**src/hw/rtl/udp_packet_header_check_macros.svh**
```systemverilog
// ----------------------------------------------------------------------------
// UDP packet header check assertion macros
// Shared property wrappers, clocked on clk and disabled in reset.
// ----------------------------------------------------------------------------
`ifndef UDP_PACKET_HEADER_CHECK_MACROS_SVH
`define UDP_PACKET_HEADER_CHECK_MACROS_SVH

// same-cycle implication
`define UPHC_ASSERT_SAME(lbl, ante, cons, msg) \
  lbl: assert property (@(posedge clk) disable iff (!rst_n) (ante) |-> (cons)) \
    else $error(msg);

// next-cycle implication
`define UPHC_ASSERT_NEXT(lbl, ante, cons, msg) \
  lbl: assert property (@(posedge clk) disable iff (!rst_n) (ante) |=> (cons)) \
    else $error(msg);

`endif

```
**src/hw/rtl/uphc_pkg.sv**
```systemverilog
// ----------------------------------------------------------------------------
// UDP packet header check package
// Shared types, constants and link offset lookup.
// ----------------------------------------------------------------------------
`default_nettype none

package uphc_pkg;

  localparam int COUNT_WIDTH_DEF = 16;

  localparam logic [7:0]  LINK_NULL = 8'd0;
  localparam logic [7:0]  LINK_ETH  = 8'd1;
  localparam logic [7:0]  LINK_SLIP = 8'd8;
  localparam logic [7:0]  LINK_PPP  = 8'd9;

  localparam logic [4:0]  OFF_NULL  = 5'd4;
  localparam logic [4:0]  OFF_ETH   = 5'd14;
  localparam logic [4:0]  OFF_LONG  = 5'd24;
  localparam logic [4:0]  OFF_NONE  = 5'd0;

  localparam logic [15:0] ETHERTYPE_IPV4 = 16'h0800;
  localparam logic [15:0] CSUM_GOOD      = 16'hFFFF;
  localparam logic [7:0]  PROTO_UDP      = 8'd17;
  localparam logic [3:0]  IP_VERSION4    = 4'd4;
  localparam logic [5:0]  IP_MIN_HDR     = 6'd20;
  localparam int          IP_MIN_LEN     = 28;
  localparam int          ETH_TYPE_HI    = 12;
  localparam int          ETH_TYPE_LO    = 13;
  localparam int          IP_PROTO_POS   = 9;

  typedef enum logic [2:0] {
    ST_OK      = 3'd0,
    ST_LINK    = 3'd1,
    ST_ETYPE   = 3'd2,
    ST_SHORT   = 3'd3,
    ST_VERSION = 3'd4,
    ST_HLEN    = 3'd5,
    ST_CSUM    = 3'd6,
    ST_PROTO   = 3'd7
  } status_t;

  typedef struct packed {
    logic       valid;
    logic       last;
    logic [7:0] data;
  } hold_t;

  typedef struct packed {
    status_t    status;
    logic [4:0] ip_offset;
    logic [5:0] ip_header_bytes;
  } result_t;

  function automatic logic [4:0] link_offset(input logic [7:0] link_type);
    logic [4:0] off;
    unique case (link_type)
      LINK_NULL: off = OFF_NULL;
      LINK_ETH:  off = OFF_ETH;
      LINK_SLIP: off = OFF_LONG;
      LINK_PPP:  off = OFF_LONG;
      default:   off = OFF_NONE;
    endcase
    return off;
  endfunction

endpackage

`default_nettype wire

```
**src/hw/rtl/uphc_in_stage.sv**
```systemverilog
// ----------------------------------------------------------------------------
// UDP packet header check input stage
// Registers one byte transaction and holds it until the parser takes it.
// ----------------------------------------------------------------------------
`default_nettype none

module uphc_in_stage (
  input  wire logic           clk,
  input  wire logic           rst_n,
  input  wire logic           in_valid,
  output logic                in_ready,
  input  wire logic [7:0]     in_packet_byte,
  input  wire logic           in_last_byte,
  input  wire logic           take,
  output uphc_pkg::hold_t     beat
);
  import uphc_pkg::*;

  logic       valid_r, valid_nxt;
  logic       last_r;
  logic [7:0] data_r;

  assign in_ready  = !valid_r || take;
  assign valid_nxt = in_ready ? in_valid : valid_r;

  always_ff @(posedge clk) begin
    if (!rst_n) begin
      valid_r <= 1'b0;
    end else begin
      valid_r <= valid_nxt;
    end
  end

  always_ff @(posedge clk) begin
    if (in_valid && in_ready) begin
      data_r <= in_packet_byte;
      last_r <= in_last_byte;
    end
  end

  assign beat.valid = valid_r;
  assign beat.last  = last_r;
  assign beat.data  = data_r;

endmodule

`default_nettype wire

```
**src/hw/rtl/uphc_parser.sv**
```systemverilog
// ----------------------------------------------------------------------------
// UDP packet header check parser
// Per-packet header state, ones-complement sum and final status decision.
// ----------------------------------------------------------------------------
`default_nettype none

module uphc_parser #(
  parameter int COUNT_WIDTH = uphc_pkg::COUNT_WIDTH_DEF
) (
  input  wire logic           clk,
  input  wire logic           rst_n,
  input  wire logic [7:0]     link_type,
  input  wire logic           step,
  input  wire uphc_pkg::hold_t beat,
  output uphc_pkg::result_t   result
);
  import uphc_pkg::*;

  typedef logic [COUNT_WIDTH-1:0] cnt_t;
  typedef logic [COUNT_WIDTH:0]   cntx_t;

  cnt_t        byte_count_r, byte_count_nxt;
  logic [15:0] type_word_r, type_word_nxt;
  logic [3:0]  ip_version_r, ip_version_nxt;
  logic [3:0]  header_words_r, header_words_nxt;
  logic [7:0]  ip_protocol_r, ip_protocol_nxt;
  logic [15:0] sum_accum_r, sum_accum_nxt;
  logic [7:0]  high_byte_hold_r, high_byte_hold_nxt;

  logic [4:0]  off;
  logic        is_eth;
  logic        in_ip;
  cnt_t        rel;
  logic        rel_first;
  logic        in_hdr;
  logic [15:0] type_cur;
  logic [3:0]  version_cur;
  logic [3:0]  words_cur;
  logic [7:0]  proto_cur;
  logic [7:0]  hold_cur;
  logic [15:0] sum_cur;
  logic [16:0] sum_add;
  logic [15:0] sum_fold;
  logic [5:0]  hbytes;
  cntx_t       pos_x;
  cntx_t       len_x;
  cntx_t       off_x;
  status_t     status;

  always_comb begin
    off       = link_offset(link_type);
    is_eth    = (link_type == LINK_ETH);
    in_ip     = (off != OFF_NONE) && (byte_count_r >= cnt_t'(off));
    rel       = byte_count_r - cnt_t'(off);
    rel_first = in_ip && (rel == '0);

    type_cur = type_word_r;
    if (is_eth && (byte_count_r == cnt_t'(ETH_TYPE_HI) ||
                   byte_count_r == cnt_t'(ETH_TYPE_LO))) begin
      type_cur = {type_word_r[7:0], beat.data};
    end

    version_cur = rel_first ? beat.data[7:4] : ip_version_r;
    words_cur   = rel_first ? beat.data[3:0] : header_words_r;
    proto_cur   = (in_ip && rel == cnt_t'(IP_PROTO_POS)) ? beat.data : ip_protocol_r;
    hbytes      = {words_cur, 2'b00};
    in_hdr      = in_ip && (rel < cnt_t'(hbytes));

    sum_add  = {1'b0, sum_accum_r} + {1'b0, high_byte_hold_r, beat.data};
    sum_fold = sum_add[16] ? (sum_add[15:0] + 16'd1) : sum_add[15:0];
    hold_cur = (in_hdr && !rel[0]) ? beat.data : high_byte_hold_r;
    sum_cur  = (in_hdr && rel[0]) ? sum_fold : sum_accum_r;

    pos_x = cntx_t'(byte_count_r);
    len_x = pos_x + cntx_t'(1);
    off_x = cntx_t'(off);

    priority if (off == OFF_NONE) begin
      status = ST_LINK;
    end else if (is_eth && len_x < cntx_t'(OFF_ETH)) begin
      status = ST_SHORT;
    end else if (is_eth && type_cur != ETHERTYPE_IPV4) begin
      status = ST_ETYPE;
    end else if (len_x < off_x + cntx_t'(IP_MIN_LEN)) begin
      status = ST_SHORT;
    end else if (version_cur != IP_VERSION4) begin
      status = ST_VERSION;
    end else if (hbytes < IP_MIN_HDR) begin
      status = ST_HLEN;
    end else if (len_x < off_x + cntx_t'(hbytes)) begin
      status = ST_SHORT;
    end else if (sum_cur != CSUM_GOOD) begin
      status = ST_CSUM;
    end else if (proto_cur != PROTO_UDP) begin
      status = ST_PROTO;
    end else begin
      status = ST_OK;
    end

    result.status          = status;
    result.ip_offset       = off;
    result.ip_header_bytes = (off == OFF_NONE) ? 6'd0 : hbytes;
  end

  always_comb begin
    byte_count_nxt     = byte_count_r;
    type_word_nxt      = type_word_r;
    ip_version_nxt     = ip_version_r;
    header_words_nxt   = header_words_r;
    ip_protocol_nxt    = ip_protocol_r;
    sum_accum_nxt      = sum_accum_r;
    high_byte_hold_nxt = high_byte_hold_r;
    if (step) begin
      if (beat.last) begin
        byte_count_nxt     = '0;
        type_word_nxt      = '0;
        ip_version_nxt     = '0;
        header_words_nxt   = '0;
        ip_protocol_nxt    = '0;
        sum_accum_nxt      = '0;
        high_byte_hold_nxt = '0;
      end else begin
        byte_count_nxt     = (&byte_count_r) ? byte_count_r : byte_count_r + cnt_t'(1);
        type_word_nxt      = type_cur;
        ip_version_nxt     = version_cur;
        header_words_nxt   = words_cur;
        ip_protocol_nxt    = proto_cur;
        sum_accum_nxt      = sum_cur;
        high_byte_hold_nxt = hold_cur;
      end
    end
  end

  always_ff @(posedge clk) begin
    if (!rst_n) begin
      byte_count_r     <= '0;
      type_word_r      <= '0;
      ip_version_r     <= '0;
      header_words_r   <= '0;
      ip_protocol_r    <= '0;
      sum_accum_r      <= '0;
      high_byte_hold_r <= '0;
    end else begin
      byte_count_r     <= byte_count_nxt;
      type_word_r      <= type_word_nxt;
      ip_version_r     <= ip_version_nxt;
      header_words_r   <= header_words_nxt;
      ip_protocol_r    <= ip_protocol_nxt;
      sum_accum_r      <= sum_accum_nxt;
      high_byte_hold_r <= high_byte_hold_nxt;
    end
  end

endmodule

`default_nettype wire

```
**src/hw/rtl/udp_packet_header_check.sv**
```systemverilog
// A final byte passes the input register, then the output register, before its status is valid.
// Throughput: one byte per cycle; the parser consumes the input register
// every cycle unless a final byte meets a status held unclaimed in the
// output register.
// Reset: synchronous on rst_n low; link type returns to Ethernet and all
// per-packet state clears.
// ----------------------------------------------------------------------------
// UDP packet header check
// Checks link, Ethernet type and IPv4 header fields of a byte stream per packet, requiring the UDP protocol.
// ----------------------------------------------------------------------------
`default_nettype none

`include "udp_packet_header_check_macros.svh"

module udp_packet_header_check #(
  parameter int COUNT_WIDTH = uphc_pkg::COUNT_WIDTH_DEF
) (
  input  wire logic       clk,
  input  wire logic       rst_n,
  input  wire logic       cfg_valid,
  output logic            cfg_ready,
  input  wire logic [7:0] cfg_link_type,
  input  wire logic       in_valid,
  output logic            in_ready,
  input  wire logic [7:0] in_packet_byte,
  input  wire logic       in_last_byte,
  output logic            out_valid,
  input  wire logic       out_ready,
  output logic [2:0]      out_status,
  output logic [4:0]      out_ip_offset,
  output logic [5:0]      out_ip_header_bytes
);
  import uphc_pkg::*;

  logic [7:0] link_type_r;
  hold_t      beat;
  result_t    result;
  logic       step;
  logic       out_valid_r, out_valid_nxt;
  result_t    out_res_r;

  assign cfg_ready = 1'b1;

  always_ff @(posedge clk) begin
    if (!rst_n) begin
      link_type_r <= LINK_ETH;
    end else if (cfg_valid && cfg_ready) begin
      link_type_r <= cfg_link_type;
    end
  end

  uphc_in_stage u_in_stage (
    .clk            (clk),
    .rst_n          (rst_n),
    .in_valid       (in_valid),
    .in_ready       (in_ready),
    .in_packet_byte (in_packet_byte),
    .in_last_byte   (in_last_byte),
    .take           (step),
    .beat           (beat)
  );

  uphc_parser #(
    .COUNT_WIDTH (COUNT_WIDTH)
  ) u_parser (
    .clk       (clk),
    .rst_n     (rst_n),
    .link_type (link_type_r),
    .step      (step),
    .beat      (beat),
    .result    (result)
  );

  // advance unless a final byte meets an unclaimed status
  assign step = beat.valid && (!beat.last || !out_valid_r || out_ready);

  always_comb begin
    out_valid_nxt = out_valid_r;
    if (step && beat.last) begin
      out_valid_nxt = 1'b1;
    end else if (out_ready) begin
      out_valid_nxt = 1'b0;
    end
  end

  always_ff @(posedge clk) begin
    if (!rst_n) begin
      out_valid_r <= 1'b0;
    end else begin
      out_valid_r <= out_valid_nxt;
    end
  end

  always_ff @(posedge clk) begin
    if (step && beat.last) begin
      out_res_r <= result;
    end
  end

  assign out_valid           = out_valid_r;
  assign out_status          = out_res_r.status;
  assign out_ip_offset       = out_res_r.ip_offset;
  assign out_ip_header_bytes = out_res_r.ip_header_bytes;

  `UPHC_ASSERT_SAME(a_stall_cause, !in_ready, beat.valid && beat.last && out_valid_r && !out_ready, "input stalled without a held status")
  `UPHC_ASSERT_NEXT(a_final_loads, step && beat.last, out_valid_r, "final byte did not produce a status")
  `UPHC_ASSERT_SAME(a_link_fields, out_valid_r && out_res_r.status == ST_LINK, out_res_r.ip_offset == OFF_NONE && out_res_r.ip_header_bytes == 6'd0, "unsupported link with non-zero fields")
  `UPHC_ASSERT_SAME(a_ok_fields, out_valid_r && out_res_r.status == ST_OK, out_res_r.ip_offset != OFF_NONE && out_res_r.ip_header_bytes >= IP_MIN_HDR, "ok status with impossible header")
  `UPHC_ASSERT_SAME(a_eth_etype, out_valid_r && out_res_r.status == ST_ETYPE, out_res_r.ip_offset == OFF_ETH, "bad ethertype on non-Ethernet offset")

endmodule

`default_nettype wire
```
**config.mk**
```make
export PLATFORM = sky130hd
export DESIGN_NAME = udp_packet_header_check
export DESIGN_NICKNAME = d
export VERILOG_FILES = /design/src/hw/rtl/uphc_pkg.sv /design/src/hw/rtl/uphc_in_stage.sv /design/src/hw/rtl/uphc_parser.sv /design/src/hw/rtl/udp_packet_header_check.sv
export VERILOG_INCLUDE_DIRS = /design/src /design/src/hw/rtl
export SDC_FILE = /design/constraint.sdc
export NUM_CORES = 1
export LEC_CHECK = 0
export BUFFER_PORTS_ARGS = -buffer_cell sky130_fd_sc_hd__buf_2
export CORE_UTILIZATION = 30
export DETAILED_ROUTE_END_ITERATION = 7
export SLEW_MARGIN = 0
export SYNTH_ARGS = -nofsm -noshare
export SYNTH_HDL_FRONTEND = slang
export SYNTH_SLANG_ARGS = --single-unit
```
**constraint.sdc**
```tcl
create_clock -name clk -period 5.55 [get_ports clk]
set_input_delay 1.3875 -clock clk [delete_from_list [all_inputs] [get_ports clk]]
set_output_delay 1.3875 -clock clk [all_outputs]
set_load 0.01 [all_outputs]
```
==> After elaboration in Yosys (flattened, before gate mapping) <==
Cells that the tools add are included.
{ "classes": {"addsub": 7, "magnitude_cmp": 6, "n_eq_ne": 11, "mux": 26, "n_reduce_logical": 32} }
{ "ops": {"columns": ["operator", "n"], "rows": [
  ["$mux W16", 7],
  ["$eq A16 B4 Y1 const B", 3],
  ["$lt A17 B17 Y1", 2],
  ["$add A16 B1 Y16 const B", 2],
  ["$mux W8", 4],
  ["$add A16 B1 Y17 const B", 1],
  ["$add A16 B16 Y17", 1],
  ["$lt A17 B4 Y1 const B", 1],
  ["$eq A8 B4 Y1 const B", 2],
  ["$ge A16 B5 Y1", 1],
  ["$logic_not A16 Y1", 1],
  ["$lt A16 B6 Y1", 1],
  ["$mux W4", 4],
  ["$ne A16 B12 Y1 const B", 1],
  ["$ne A16 B16 Y1 const B", 1],
  ["$reduce_and A16 Y1", 1],
  ["$sub A16 B5 Y16", 1],
  ["$mux W3", 5],
  ["$pmux W5 S3", 1],
  ["$logic_and A1 B1 Y1", 12],
  ["$eq A8 B1 Y1 const B", 1],
  ["$logic_not A8 Y1", 1],
  ["$ne A8 B5 Y1 const B", 1],
  ["$add A5 B6 Y7", 1],
  ["14 further kinds", 26]
]} }
{ "word_totals": {"regBits": 105, "input_bits": 22, "output_inout_bits": 17, "elab_cells": 100} }

==> Longest topological paths before layout <==
Gate-level depths: netlist of the first run.
{ "depth": {"depth_word": 19, "ltp_mapped": 25, "mapped_depth_nobuf": 24} }

==> Cells and area by module <==
Synthesis of the first run repeated with hierarchy kept, for this count alone.
{ "hier_totals": {"cells_unflattened": 771, "hier_area_um2": 6666.4} }
{ "modules_own_cells": {"columns": ["module", "n_inst", "cells_each", "area_each_um2", "seq_area_each_um2"], "rows": [
  ["uphc_parser", 1, 707, 5537.8, 1441.4],
  ["udp_packet_header_check", 1, 48, 785.8, 600.6],
  ["uphc_in_stage", 1, 16, 342.8, 290.3]
]} }

==> Least setup slack after synthesis of the first run <==
No wires, ideal clock.
{ "synth_path": {"path_type": "reg-to-reg", "start": "register link_type_r[6]", "end": "register out_res_r (netlist bit out_status[2]), data pin", "setup_time_ns": 0.260, "arrival_ns": 5.371, "required_time_ns": 5.290, "setup_slack_ns": -0.081, "stages_incl_launch_ff": 23, "path_buffers": 1, "synth_period_minus_slack_ns": 5.631, "cell_sequence": "dfxtp_1 > nor4_1 > nand4b_1 > nand2_1 > inv_1 > ha_1 > clkbuf_1 > a21oi_1 > nand2_1 > xnor2_1 > or2_2 > nor3_2 > mux2_2 > ha_1 > fa_1 > inv_1 > ha_1 > o21a_1 > o21ai_0 > a21oi_1 > a2111oi_0 > or4_1 > o21ai_1"} }
{ "synth_rtl": {"columns": ["item", "line", "source"], "rows": [
  ["from (decl)", "udp_packet_header_check.sv:35", "logic [7:0] link_type_r;"],
  ["from (signal assigned)", "udp_packet_header_check.sv:48", "link_type_r <= cfg_link_type;"],
  ["to (signal assigned)", "udp_packet_header_check.sv:96", "out_res_r <= result;"],
  ["to (decl)", "udp_packet_header_check.sv:40", "result_t out_res_r;"]
]} }

==> impl_metrics.yaml, run 1 <==
outcome:
  outcome: "completed"
synth:
  synth_area_leaders: "dfxtp_1, edfxtp_1, ha_1, nor2b_1, a22oi_1"
  synth.largest_area_cell: "dfxtp_1"
  synth-edff-count: 20
  netlist_instances: 809
  yosysTopAreaCellShare_pct: 23.70
  syn_area_per_cell_sq_um: 8.564
  ys.flop_type: "dfxtp_1"
  ys_warn_count: 0
  synth.distinct_cells: 74
  yosys_register_bits: 102
  ys_async_sr_fraction_pct: 0
  syn_area_sq_um: 6928
  yosysSeqAreaShare_pct: 32.36
hold_path:
  holdPathStages: 2
  worstHoldStart: "link_type_r[0]"
  hold_end: "link_type_r[0]"
  hp-class: "reg -> reg"
cts:
  cts-htree-levels: 3
  cts_buffers: 9
  cts-root-buf: "clkbuf_16"
  cts_tree: "yes"
  cts_buffer_depth: 2
  clkLatencyLatePin_ps: 360
  clock_sinks: 102
  cts.clk_slew.worst_paths_ps: 80
detailed_routing:
  routedWlPerCell_microns: 16.11
  vias_per_cell: 5.371
  dr.pass1.iters: 5
  vias: 6026
  postRouteAntennaNets: 0
  drc: 0
  drtIter0Drc: 500
  wl_microns: 18080
place:
  dp_hpwl_microns: 13450
  placed_cell_area_sq_um: 7411
  dp_slack_ps: 31.98
  port_buffers: 34
  gp_congestion: 0.8736
global_route:
  grt_use_total_pct: 15.91
  grt_pass1_vias: 5725
  grt_pass1_wl_microns: 30360
  grt_max_degree: 83
  antenna_found_initial: 0
  grt-ovfl-total: 0
layout:
  num_antenna_cells: 0
  drive_above_1_share_pct: 12.90
  layout_common_cells: "dfxtp_1, nor2b_1, nor2_1"
  fin_area_sq_um: 7782
  area_growth_pct: 12.34
  nets: 897
  layout.cells.most_common: "dfxtp_1"
critical_path:
  r2r_end: "out_status[0]"
  arrival_ps: 5460
  crit_path_end_kind: "flop"
  path_max_fanout: 5
  r2r_setup_slack_ps: 330
  reg2regPathDepth: 26
  cp_data_required_time_ps: 5790
  critPathKind: "reg -> reg"
  r2r_start: "link_type_r[6]"
  startpoint_type: "flop"
sta:
  slew_headroom_pct: 22.87
  period_minus_slack_ps: 5219
  slew_violations: 0
  setup_violations: 0
  fin_crit_sh_pct: 94.03
  fmax_mhz: 191.6
  fin_ws_ps: 331.1
  worst_pin_slew_ps: 1149
  fin_skew_ps: 13.42
  hold_violations: 0
power:
  ir_drop_mv: 0.1210
  power_density_nw_per_um2: 216.0
  leakagePower_uw: 0.002877
floorplan:
  core-area_sq_um: 22640
  die-area_sq_um: 23710
  die_h_microns: 154.0
  start_util_pct: 30.60
  die_w_microns: 154.0
  num_rows: 55
  ioPinCount: 39
flow_run:
  drv_cap: 0
[worst max-delay path by stage]
stage               slack, ps            end            from  cells past startpoint
floorplan                   7  out_status[2]  link_type_r[6]                     22
global placement          150  out_status[0]  link_type_r[6]                     25
detailed placement         30  out_status[0]  link_type_r[6]                     26
CTS                        40  out_status[0]  link_type_r[6]                     26
global route               -9  out_status[0]  link_type_r[6]                     25
finish                    330  out_status[0]  link_type_r[6]                     26
[cell families after synthesis]
kind of cell / count (synthesis) / synth area share (%)
DFF: 102 / 32.36
xor gates and xnor gates: 36 / 4.551
other: 2 / 0.1084
muxes: 19 / 2.853
and+or+nand+nor: 331 / 27.02
AOI/OAI and AO/OA: 205 / 20.82
adders and majority gates: 43 / 8.091
buffers and inverters: 71 / 4.190
[timing repair]
action / 4_1_cts / 5_1_grt
gates cloned: 0 / 0
gates resized for setup: 1 / 9
hold buffers: 0 / 0
pin swaps: 0 / 1
setup endpoints to repair: 2 / 3
buffers inserted: 0 / 1
[through the flow]
step,setup TNS [ps],hold slack [ps],power [uW],utilization (%),cells
2_1_floorplan,0,442.0,963.2,-,811
3_3_place_gp,0,498.6,1034,32.73,1105
3_5_place_dp,0,474.1,1035,32.73,1105
4_1_cts,0,496.9,1696,34.14,1121
5_1_grt,-9.074,548.3,1761,34.37,1122
6_report,0,497.8,1681,34.37,1122
[report_power, final]
group	switching (uW)	total [uW]	internal (uW)
logic	141	243	102
clock network	330	654	324
registers	16.7	784	767
[registers in the layout, indices dropped and copies added (netlist names), 4 cells and up]
signal	cells
u_parser.byte_count_r	16
u_parser.sum_accum_r	16
u_parser.type_word_r	16
link_type_r	8
u_in_stage.data_r	8
u_parser.high_byte_hold_r	8
u_parser.ip_protocol_r	8
out_ip_header_bytes	4
out_ip_offset	4
u_parser.header_words_r	4
u_parser.ip_version_r	4
[layout make-up]
cell class                      instances  area, sq um
Fill cell                            2303        14860
Multi-Input combinational cell        638         4462
Sequential cell                       102         2242
Tap cell                              285        356.6
Timing Repair Buffer                   51        297.8
Clock buffer                            9        225.2
Inverter                               30        112.6
Clock inverter                          7        86.33
[cell usage after synthesis (13+ instances only)]
cell,n
a21oi_1,29
a22oi_1,54
and2_1,18
clkbuf_1,30
dfxtp_1,82
edfxtp_1,20
ha_1,40
inv_1,30
mux2i_1,13
nand2_1,45
nand3_1,20
nand4_1,18
nor2_1,55
nor2b_1,80
nor3_1,19
o21ai_0,41
xnor2_1,23
xor2_1,13
[critical path, cell delays in order (launching register included)]
cell       delay [ps]
dfxtp_1           340
nor4_4            290
buf_4             180
and2_1            160
nand2_1            80
nand2_1            90
inv_1             100
ha_4              310
buf_4             120
nand2b_1           70
a221o_1           330
nand2_1            90
nand4_1           150
nor3_4            170
mux2_2            380
ha_1              220
fa_1              520
inv_1              50
ha_1              280
o21a_1            100
o21ai_0           140
a21oi_1            90
a2111oi_1         340
buf_4             180
nor2_1             30
nor3_1            150
or3_1             130
[metal layers]
layer / up-vias / track usage, % / part of all wire [%]
met5: - / 0 / 0
met4: 0 / 5.048 / 1.5
met3: 21 / 2.424 / 3.5
met2: 148 / 25.61 / 46
met1: 2841 / 21.73 / 49
li1: 3016 / - / -
(Power assumes the default switching activity.)
==> run 2: changes to the inputs <==
Settings changed: ABC_AREA from default to 1.
==> run 2 against run 1 <==
Effect of this change:
- total power grew 5.3%
- worst hold slack worse by 33 ps
- maximum frequency up 2.9%
- design area is 3.1% higher
- clock power increased by 11%
- global-route usage up 0.57 points
- final cell count grew 28%
- sequential power about the same
- synthesized cell count is 35% higher
- die area is 3.4% higher
- largest power group unchanged
- worst setup slack improved by 150 ps
==> impl_metrics.yaml, run 2 <==
outcome:
  outcome: "completed"
cts:
  cts_buffer_depth: 2
  ctsResizeCount: 0
  cts_hold_buffers: 0
  cts_tree: "yes"
  clock_sinks: 102
  post_cts_buffers: 0
  cts-htree-levels: 3
  cts.clk_slew.worst_paths_ps: 80
  cts-root-buf: "clkbuf_16"
  clkLatencyLatePin_ps: 360
  cts_buffers: 9
critical_path:
  critPathMaxStageDelay_ps: 410
  r2r_setup_slack_ps: 480
  reg2regPathDepth: 34
  r2r_start: "link_type_r[1]"
  critical-path-slowest-cell: "ha_2"
  startpoint_type: "flop"
  cp_common_cell: "nand2_1"
  cp_data_required_time_ps: 5670
  critPathKind: "reg -> reg"
  path_max_fanout: 8
  arrival_ps: 5200
  crit_path_end_kind: "flop"
  r2r_end: "out_status[0]"
synth:
  syn_area_sq_um: 7167
  ys_async_sr_fraction_pct: 0
  ys_warn_count: 0
  synth-edff-count: 20
  synth.largest_area_cell: "dfxtp_1"
  ys.flop_type: "dfxtp_1"
  synth.distinct_cells: 43
  synth_area_leaders: "dfxtp_1, nand2_1, edfxtp_1, ha_1, a21oi_1"
  synth_common_cells: "nand2_1, inv_1, nor2_1"
  syn_area_per_cell_sq_um: 6.575
  netlist_instances: 1090
  yosysMostFrequentCell: "nand2_1"
  yosysSeqAreaShare_pct: 31.28
  yosysTopAreaCellShare_pct: 22.91
  yosys_register_bits: 102
global_route:
  grt_max_degree: 44
  antenna_found_initial: 0
  grt-ovfl-total: 0
  grt_pass1_vias: 6188
  grt_use_total_pct: 16.48
  grt_pass1_wl_microns: 31420
detailed_routing:
  vias: 6805
  routedWlPerCell_microns: 13.63
  wl_microns: 19590
  postRouteAntennaNets: 0
  drtIter0Drc: 466
  dr.pass1.iters: 6
  vias_per_cell: 4.736
  drc: 0
sta:
  hold_violations: 0
  slew_headroom_pct: 20.90
  fin_crit_sh_pct: 91.40
  worst_pin_slew_ps: 1181
  rsz0062_at_grt: "no"
  setup_violations: 0
  period_minus_slack_ps: 5073
  fin_setup_tns_ps: 0
  slew_violations: 0
  fin_skew_ps: 11.70
  fmax_mhz: 197.1
layout:
  num_antenna_cells: 0
  layout.cells.most_common: "nand2_1"
  nets: 1178
  area_growth_pct: 11.91
  drive_above_1_share_pct: 8.497
  layout_common_cells: "nand2_1, inv_1, nor2_1"
  reg_top3: "u_parser.byte_count_r (16), u_parser.sum_accum_r (16), u_parser.type_word_r (16)"
flow_run:
  drv_cap: 0
place:
  gp_congestion: 0.9033
  port_buffers: 34
  dp_hpwl_microns: 14720
power:
  ir_drop_mv: 0.2170
  leakagePower_uw: 0.003529
  power.total_uw: 1769
  power_density_nw_per_um2: 220.6
floorplan:
  ioPinCount: 39
  die-area_sq_um: 24510
  core-area_sq_um: 23470
  die_h_microns: 156.6
  die_w_microns: 156.6
  num_rows: 56
  start_util_pct: 30.53
hold_path:
  hold_end: "u_parser.type_word_r[8]"
  worstHoldStart: "u_parser.type_word_r[8]"
  hp-class: "reg -> reg"
  holdPathStages: 2
-- run 2: changes by cell type after synthesis, sizes merged, moves of 15 or more --
| cell | before | now |
|---|---|---|
| xnor2 | 23 | 7 |
| a21oi | 29 | 100 |
| o21ai | 51 | 36 |
| nor2 | 55 | 121 |
| nand2 | 45 | 310 |
| a22oi | 54 | 0 |
| xor2 | 13 | 30 |
| nand3 | 20 | 74 |
| and2 | 21 | 0 |
| inv | 30 | 137 |
| nor2b | 80 | 1 |
-- run 2: critical path, delay by kind of cell, from the launching register on --
kind | cells | cell delay (ps)
XOR/XNOR | 1 | 100
buffers and inverters | 4 | 390
AO/OA/AOI/OAI | 3 | 480
adder cells (fa/ha/maj) | 3 | 1040
flip-flops | 1 | 330
AND/OR/NAND/NOR | 23 | 2500
-- run 2: metal layers --
metal  track usage (%)  vias to the layer above  wire length, microns
li1                  -                     3584                     -
met1             22.89                     3087                  9818
met2             26.40                      118                  8693
met3             2.382                       16                   832
met4             4.622                        0                   242
met5                 0                        -                     0
-- run 2: cells by family (layout without fill, tap and decap cells) --
kind of cell    Yosys count  count (layout)  synth area share (%)
simple gates            568             568                 34.01
buf+inv                 174             200                 9.567
compound gates          162             162                 12.41
flops                   102             102                 31.28
fa+ha+maj                43              43                 7.821
xor+xnor                 37              37                 4.522
other cells               2               4                0.1048
mux                       2               2                0.2793
-- run 2: power breakdown --
part | leakage, uW | internal [uW] | switching, uW | total (uW)
combinational | 0.00250 | 82.1 | 177 | 259
clock | 0.000163 | 408 | 320 | 728
sequential | 0.000862 | 767 | 15.6 | 782
-- run 2: layout make-up --
class / instances / area (sq um)
repair buffers: 46 / 260.3
well taps: 319 / 399.1
clock buffers: 9 / 225.2
fillers: 2594 / 15450
clock inverters: 7 / 115.1
multi-input cells: 816 / 4260
inverters: 138 / 518.0
flip-flops and latches: 102 / 2242
-- run 2: stage by stage --
step                      util [%]  instances  setup slack (ps)  hold WS, ps  instance area (sq um)
after floorplan                  -       1092             564.0        445.0                   7174
after global placement       32.67       1421             469.6        451.4                   7669
after detailed placement     32.67       1421             298.2        455.1                   7669
after CTS                    34.12       1437             282.9        466.9                   8009
after global routing         34.17       1437             49.80        484.0                   8020
final                        34.17       1437             477.2        465.3                   8020
-- run 2: how the worst max path moves through the flow --
stage | start | end | slack (ps) | depth (start not counted)
6_report | link_type_r[1] | out_status[0] | 480 | 34
3_3_place_gp | link_type_r[1] | out_status[1] | 470 | 34
2_1_floorplan | link_type_r[1] | out_status[0] | 560 | 33
4_1_cts | link_type_r[1] | out_status[1] | 280 | 34
3_5_place_dp | link_type_r[1] | out_status[1] | 300 | 34
5_1_grt | link_type_r[1] | out_status[1] | 50 | 34
